### src/tcma_pkg.sv
// Shared constants and types for the three-channel moving-average unit.
package tcma_pkg;

    localparam int unsigned SAMPLE_W    = 12;
    localparam int unsigned OUT_W       = 16;
    localparam int unsigned THR_W       = 12;
    localparam int unsigned SCALE_SHIFT = OUT_W - SAMPLE_W;

    localparam logic [THR_W-1:0] THR_RESET = THR_W'(32);

    typedef enum logic {
        OP_SCAN = 1'b0,
        OP_FILL = 1'b1
    } t_op;

    typedef logic [SAMPLE_W-1:0] t_sample;
    typedef logic [OUT_W-1:0]    t_out;

    // Per-channel result handed from a channel slice to the output register.
    typedef struct packed {
        t_out scaled;
        logic changed;
    } t_chan_res;

endpackage

### src/tcma_ifs.sv
// Handshake channel interfaces: input word, result word and threshold write.
interface tcma_in_if;
    import tcma_pkg::*;
    logic    valid;
    logic    ready;
    logic    operation;
    t_sample sample_left;
    t_sample sample_middle;
    t_sample sample_right;

    modport source (output valid, operation, sample_left, sample_middle, sample_right,
                    input ready);
    modport sink   (input valid, operation, sample_left, sample_middle, sample_right,
                    output ready);
endinterface

interface tcma_out_if;
    import tcma_pkg::*;
    logic valid;
    logic ready;
    t_out output_left;
    t_out output_middle;
    t_out output_right;
    logic changed;

    modport source (output valid, output_left, output_middle, output_right, changed,
                    input ready);
    modport sink   (input valid, output_left, output_middle, output_right, changed,
                    output ready);
endinterface

interface tcma_cfg_if;
    import tcma_pkg::*;
    logic             valid;
    logic             ready;
    logic [THR_W-1:0] data;

    modport source (output valid, data, input ready);
    modport sink   (input valid, data, output ready);
endinterface

### src/tcma_chan.sv
// One channel slice: sample shift line, running sum, divide by window, change test.
module tcma_chan
    import tcma_pkg::*;
#(
    parameter int unsigned WINDOW = 8
) (
    input  logic             i_clk,
    input  logic             i_rst_n,
    input  logic             i_advance,
    input  logic             i_fill,
    input  t_sample          i_sample,
    input  logic [THR_W-1:0] i_threshold,
    output t_chan_res        o_res
);

    localparam int unsigned SUM_W  = SAMPLE_W + $clog2(WINDOW);
    localparam int unsigned DIV_K  = SUM_W + $clog2(WINDOW);
    localparam int unsigned M_W    = DIV_K + 1;
    localparam int unsigned PROD_W = SUM_W + M_W;
    // Reciprocal rounded up; exact floor for every sum below 2**SUM_W.
    localparam logic [M_W-1:0] DIV_M = M_W'(((1 << DIV_K) + WINDOW - 1) / WINDOW);

    t_sample            r_ring [WINDOW];
    logic [SUM_W-1:0]   r_sum;
    t_sample            r_last;

    logic [SUM_W-1:0]   n_sum;
    logic [PROD_W-1:0]  w_prod;
    t_sample            w_avg;
    t_sample            w_diff;
    t_sample            n_last;

    // Oldest sample sits at the far end of the shift line.
    assign n_sum  = r_sum - SUM_W'(r_ring[WINDOW-1]) + SUM_W'(i_sample);
    assign w_prod = PROD_W'(n_sum) * PROD_W'(DIV_M);
    assign w_avg  = w_prod[DIV_K +: SAMPLE_W];
    assign w_diff = (w_avg >= r_last) ? (w_avg - r_last) : (r_last - w_avg);
    assign n_last = i_fill ? r_last : w_avg;

    assign o_res.scaled  = {n_last, {SCALE_SHIFT{1'b0}}};
    assign o_res.changed = !i_fill && (w_diff > i_threshold);

    always_ff @(posedge i_clk) begin
        if (!i_rst_n) begin
            for (int i = 0; i < int'(WINDOW); i++) begin
                r_ring[i] <= '0;
            end
            r_sum  <= '0;
            r_last <= '0;
        end else if (i_advance) begin
            r_ring[0] <= i_sample;
            for (int i = 1; i < int'(WINDOW); i++) begin
                r_ring[i] <= r_ring[i-1];
            end
            r_sum  <= n_sum;
            r_last <= n_last;
        end
    end

endmodule

### src/three_channel_moving_average_unit.sv
// Top level of the three-channel moving-average unit.
//
//  port    | role        | payload
//  --------+-------------+--------------------------------------------------
//  i_in    | word in     | operation, sample_left/middle/right (12 bit each)
//  o_out   | word out    | output_left/middle/right (16 bit each), changed
//  i_cfg   | reg write   | data: change threshold (12 bit, reset 32)
//
// One input word is taken per cycle unless both stages are full behind a stalled output.
// Its result word is held in the input register, then in the result register on the output.
// The critical path is one channel slice: running-sum update, reciprocal
// multiply and the threshold compare.
// Reset (synchronous, active low) clears the sample lines, sums, stored
// averages and both valid stages, and loads the threshold default.
// A stalled output holds its word; the input register keeps accepting until
// both stages are full.
module three_channel_moving_average_unit
    import tcma_pkg::*;
#(
    parameter int unsigned WINDOW = 8
) (
    input  logic        i_clk,
    input  logic        i_rst_n,
    tcma_in_if.sink     i_in,
    tcma_out_if.source  o_out,
    tcma_cfg_if.sink    i_cfg
);

    localparam int unsigned CHANNELS = 3;

    // Input stage.
    logic             r_in_valid;
    logic             r_op;
    t_sample          r_samples [CHANNELS];

    // Result stage.
    logic             r_out_valid;
    t_out             r_out_scaled [CHANNELS];
    logic             r_out_changed;

    logic [THR_W-1:0] r_threshold;

    logic             w_advance;
    logic             w_fill;
    t_chan_res        w_res [CHANNELS];

    // Move the held word into the result register when that register is free or draining.
    assign w_advance   = r_in_valid && (!r_out_valid || o_out.ready);
    assign i_in.ready  = !r_in_valid || w_advance;
    assign i_cfg.ready = 1'b1;
    assign w_fill      = (t_op'(r_op) == OP_FILL);

    always_ff @(posedge i_clk) begin
        if (!i_rst_n) begin
            r_in_valid  <= 1'b0;
            r_out_valid <= 1'b0;
            r_threshold <= THR_RESET;
        end else begin
            if (i_in.valid && i_in.ready) begin
                r_in_valid <= 1'b1;
            end else if (w_advance) begin
                r_in_valid <= 1'b0;
            end
            if (w_advance) begin
                r_out_valid <= 1'b1;
            end else if (o_out.ready) begin
                r_out_valid <= 1'b0;
            end
            if (i_cfg.valid) begin
                r_threshold <= i_cfg.data;
            end
        end
    end

    // Payload registers: capture on transfer, no reset needed.
    always_ff @(posedge i_clk) begin
        if (i_in.valid && i_in.ready) begin
            r_op         <= i_in.operation;
            r_samples[0] <= i_in.sample_left;
            r_samples[1] <= i_in.sample_middle;
            r_samples[2] <= i_in.sample_right;
        end
        if (w_advance) begin
            for (int c = 0; c < int'(CHANNELS); c++) begin
                r_out_scaled[c] <= w_res[c].scaled;
            end
            r_out_changed <= w_res[0].changed || w_res[1].changed || w_res[2].changed;
        end
    end

    for (genvar c = 0; c < CHANNELS; c++) begin : g_chan
        tcma_chan #(
            .WINDOW (WINDOW)
        ) u_chan (
            .i_clk       (i_clk),
            .i_rst_n     (i_rst_n),
            .i_advance   (w_advance),
            .i_fill      (w_fill),
            .i_sample    (r_samples[c]),
            .i_threshold (r_threshold),
            .o_res       (w_res[c])
        );
    end

    assign o_out.valid         = r_out_valid;
    assign o_out.output_left   = r_out_scaled[0];
    assign o_out.output_middle = r_out_scaled[1];
    assign o_out.output_right  = r_out_scaled[2];
    assign o_out.changed       = r_out_changed;

endmodule

### src/flat_wrapper.sv
// flat-port wrapper written by rule: the top's interface ports become plain ports
module three_channel_moving_average_unit_flat import tcma_pkg::*;
#(
    parameter int unsigned WINDOW = 8
)
  (i_clk, i_rst_n, i_in_valid, i_in_operation, i_in_sample_left, i_in_sample_middle, i_in_sample_right, i_in_ready, o_out_valid, o_out_output_left, o_out_output_middle, o_out_output_right, o_out_changed, o_out_ready, i_cfg_valid, i_cfg_data, i_cfg_ready);
  tcma_in_if i_in_i ();
  tcma_out_if o_out_i ();
  tcma_cfg_if i_cfg_i ();
  input  logic i_clk;
  input  logic i_rst_n;
  input wire logic [$bits(i_in_i.valid)-1:0] i_in_valid;
  input wire logic [$bits(i_in_i.operation)-1:0] i_in_operation;
  input wire logic [$bits(i_in_i.sample_left)-1:0] i_in_sample_left;
  input wire logic [$bits(i_in_i.sample_middle)-1:0] i_in_sample_middle;
  input wire logic [$bits(i_in_i.sample_right)-1:0] i_in_sample_right;
  output wire logic [$bits(i_in_i.ready)-1:0] i_in_ready;
  output wire logic [$bits(o_out_i.valid)-1:0] o_out_valid;
  output wire logic [$bits(o_out_i.output_left)-1:0] o_out_output_left;
  output wire logic [$bits(o_out_i.output_middle)-1:0] o_out_output_middle;
  output wire logic [$bits(o_out_i.output_right)-1:0] o_out_output_right;
  output wire logic [$bits(o_out_i.changed)-1:0] o_out_changed;
  input wire logic [$bits(o_out_i.ready)-1:0] o_out_ready;
  input wire logic [$bits(i_cfg_i.valid)-1:0] i_cfg_valid;
  input wire logic [$bits(i_cfg_i.data)-1:0] i_cfg_data;
  output wire logic [$bits(i_cfg_i.ready)-1:0] i_cfg_ready;
  assign i_in_i.valid = i_in_valid;
  assign i_in_i.operation = i_in_operation;
  assign i_in_i.sample_left = i_in_sample_left;
  assign i_in_i.sample_middle = i_in_sample_middle;
  assign i_in_i.sample_right = i_in_sample_right;
  assign i_in_ready = i_in_i.ready;
  assign o_out_valid = o_out_i.valid;
  assign o_out_output_left = o_out_i.output_left;
  assign o_out_output_middle = o_out_i.output_middle;
  assign o_out_output_right = o_out_i.output_right;
  assign o_out_changed = o_out_i.changed;
  assign o_out_i.ready = o_out_ready;
  assign i_cfg_i.valid = i_cfg_valid;
  assign i_cfg_i.data = i_cfg_data;
  assign i_cfg_ready = i_cfg_i.ready;
  three_channel_moving_average_unit #(.WINDOW(WINDOW)) u_core (.i_clk(i_clk), .i_rst_n(i_rst_n), .i_in(i_in_i), .o_out(o_out_i), .i_cfg(i_cfg_i));
endmodule
### config.mk
export PLATFORM = sky130hd
export DESIGN_NAME = three_channel_moving_average_unit_flat
export DESIGN_NICKNAME = d
export VERILOG_FILES = /design/src/tcma_pkg.sv /design/src/tcma_ifs.sv /design/src/tcma_chan.sv /design/src/three_channel_moving_average_unit.sv /design/src/flat_wrapper.sv
export SDC_FILE = /design/constraint.sdc
export NUM_CORES = 1
export LEC_CHECK = 0
export ABC_AREA = 1
export BUFFER_PORTS_ARGS = -buffer_cell sky130_fd_sc_hd__buf_4
export CAP_MARGIN = 20
export CORE_AREA = 2 2 224 391
export CTS_CLUSTER_SIZE = 40
export DETAILED_ROUTE_END_ITERATION = 8
export DIE_AREA = 0 0 226 393
export GPL_ROUTABILITY_DRIVEN = 1
export HOLD_SLACK_MARGIN = 0.03
export SLEW_MARGIN = 20
export SYNTH_ARGS = -nofsm -noshare
export SYNTH_HDL_FRONTEND = slang
export SYNTH_SLANG_ARGS = --single-unit
### constraint.sdc
create_clock -name i_clk -period 15.7 [get_ports i_clk]
set_input_delay 3.14 -clock i_clk [delete_from_list [all_inputs] [get_ports i_clk]]
set_output_delay 3.14 -clock i_clk [all_outputs]
set_load 0.02 [all_outputs]
==> flow_metrics.tcl <==
set metrics [dict create \
    finalClockSkew_ps 22.0 \
    worstReg2RegStart "u_core.r_samples[0][2]" \
    synthCells 2930 \
    synth_flop_cell "edfxtp_1" \
    postSynth.asyncResetShare_pct 0 \
    core.rowCount 142 \
    cts_sinks 457 \
    clockBufferDepth 3 \
    arrival_ps 3590 \
    vias 17800 \
    status "finished clean" \
    grt_pass1_vias 17300 \
    critical-path-top-delay-family "buffers and inverters" \
    synthesis.area_um2 25400 \
    fillCellCount 8836 \
    antenna_cells 0 \
    hp-class "flip-flop to flip-flop" \
    holdBufCountCts 0 \
    routed_wl_mm 55.7 \
    yosysTopAreaCell "edfxtp_1" \
    synth_commonest_cells "inv_1, nand2_1, edfxtp_1, nor2_1, ha_1" \
    viasPerCell 4.25 \
    io_pins 106 \
    final_nets 3245 \
    synth_most_common_cell "inv_1" \
    setup_viol 0 \
    synth_edf_count 362 \
    antenna_found_initial 1 \
    start_kind "input pin" \
    end_kind "primary output" \
    fmax_ghz 0.149 \
    start_util_pct 29.8 \
    reg2regPathDepth 26 \
    min_to "u_core.g_chan[0].u_chan.r_last[11]" \
    hold_ws_ps 455 \
    die-width_um 226 \
    crit_chain "buf_4, inv_1, nand3_1, buf_4" \
    clk_latency_ps 580 \
    drive_above_1_share_pct 7.40 \
    routabilityCongestion 0.901 \
    worstHoldStart "u_core.g_chan[0].u_chan.r_last[11]" \
    drc 0 \
    finalMaxSlewViolations 0 \
    cp_slowest_cell "buf_4" \
    hold_depth 2 \
    grt_max_degree 176 \
    hold_viol_final 0 \
    synth_area_per_cell_um2 8.68 \
    critical_path_class "input pin to primary output" \
    synth-seq-cells 457 \
    die_h_um 393 \
    slew_headroom_pct 35.2 \
    cp.required_ps 12560 \
    synth.distinct_cells 47 \
    postCtsSetupRepairBufs 0 \
    r2r_setup_slack_ps 10150 \
    seq_area_frac_synth_pct 50.2 \
    r2r_end "u_core.o_out.changed" \
    period_share_pct 42.9 \
    numCtsBuffers 42 \
    grt_use_total_pct 12.6 \
    grt_pass1_wl_mm 88.8 \
    dr.pass1.iters 6 \
    die-area_um2 88800 \
    area_growth_pct 12.4 \
    crit_path_max_incr_delay_ps 180 \
    path_buf_inv 3 \
    htreeDepth 2 \
    tritoncts "built" \
    powerDensity_nw_per_um2 183 \
    core-area_um2 85500 \
    yosysWarnings 0 \
    synth_top_area_share_pct 42.8 \
    portBuffers 92 \
    maxCapViolCount 0 \
    drt_first_iter_violations 1058 \
    dp_hpwl_mm 40.9 \
    cellLeakagePower_nw 13.8 \
    ant_nets 0 \
    peakVddDrop_mv 0.0782 \
    worst-path-max-fanout 3 \
    tightestPinTransition_ps 972 \
    wl_per_cell_um 13.3 \
    overflow 0 \
    grt_setup_unrepaired "false" \
    root_buffer "clkbuf_16" \
    synthTopCellsByArea "edfxtp_1, inv_1, nand2_1" \
    crit_top_cell "buf_4" \
    clkSlewWorstSetupHoldPaths_ps 70 \
    tns_ps 0 \
    fin_crit_ps 6730 \
    cts_resized 0 \
]
## worst register-to-register path, cell delays in order, from the launching register on
cell and delay, ps:
edfxtp_1 320, inv_1 100, fa_1 540, inv_1 40, ha_1 310, nand2_1 110
a21oi_1 320, nand3_1 240, nand3_1 140, nand2_1 60, nand2_1 130, inv_1 60
ha_1 420, inv_2 140, o21bai_1 140, a21boi_2 190, nand2_1 80, nor2_2 490
nand2_1 170, nand3_1 110, nand2_1 120, ha_1 330, nand4_1 130, nor3_1 220
nand4_1 110, nand3_1 190, nand3_1 100
## layer usage
metal  share of wire [%]  wire, µm  global-route usage [%]
met5                   0         0                       0
met4                 3.7      2050                    5.24
met3                 3.5      1960                    1.57
met2                  51     28600                    23.2
met1                  42     23200                    14.5
## worst max-delay path by stage
stage,from,end,cells past startpoint
final,o_out_ready,i_in_ready,4
after global routing,o_out_ready,i_in_ready,4
after CTS,o_out_ready,i_in_ready,4
after detailed placement,o_out_ready,i_in_ready,4
after global placement,o_out_ready,i_in_ready,4
after floorplan,o_out_ready,u_core.g_chan[0].u_chan.r_ring[0][0],7
## cell usage in the layout, fill, tap and decap left out, drive strengths merged
cell	n
inv	723
nand2	633
edfxtp	362
nor2	329
ha	151
nand3	117
a21oi	103
buf	100
dfxtp	95
o21ai	91
clkbuf	48
fa	42
xor2	41
o22ai	40
nand4	27
and2	27
clkinv	16
conb	13
a21boi	12
nor3	10
or2	8
xnor2	7
o21bai	7
o21a	6
nand3b	5
clkinvlp	5
a21o	3
a22o	3
bufinv	2
a31oi	1
## state kept, by name, summed over array words and instances, names as in the netlist
signal and flops:
u_core.r_samples 36, u_core.o_out.changed 1, u_core.g_chan.u_chan.r_ring 288, u_core.o_out.valid 1
u_core.g_chan.u_chan.r_last 36, u_core.r_out_scaled 36, u_core.r_in_valid 1, u_core.r_threshold 12
u_core.g_chan.u_chan.r_sum 45, u_core.r_op 1
## power by group
group	internal, W	switching, W
Combinational	0.000952	0.00179
Clock	0.000547	0.000476
Sequential	0.00143	0.0000372
Total	0.00292	0.00230
## stage by stage
| step | cell area (µm²) | worst slack (ps) | power (W) | util, % | std cells |
|---|---|---|---|---|---|
| after floorplan | 25500 | 2970 | 0.00361 | - | 2941 |
| after global placement | 27200 | 8960 | 0.00420 | 31.8 | 4105 |
| after detailed placement | 27200 | 8970 | 0.00424 | 31.8 | 4105 |
| after CTS | 28600 | 8970 | 0.00529 | 33.4 | 4178 |
| after global routing | 28600 | 8950 | 0.00573 | 33.4 | 4179 |
| final | 28600 | 8970 | 0.00523 | 33.4 | 4179 |
## final cells by class
type | count | area (µm²) | share of cell area (%)
Clock inverter | 25 | 238 | 0.832
Clock buffer | 48 | 1100 | 3.87
Sequential cell | 457 | 12800 | 44.7
Multi-Input combinational cell | 1676 | 9520 | 33.3
Inverter | 721 | 2720 | 9.53
Timing Repair Buffer | 100 | 783 | 2.74
Tap cell | 1152 | 1440 | 5.04
## kinds of logic after synthesis
group	Yosys count	share of synthesized area (%)
other	2	0.0295
adder cells (fa/ha/maj)	193	10.7
buffers and inverters	808	12.5
flip-flops	457	50.2
XOR/XNOR	48	1.65
AO/OA/AOI/OAI	266	5.93
AND/OR/NAND/NOR	1156	18.9
Note: power is estimated with default switching activity, not from simulation.
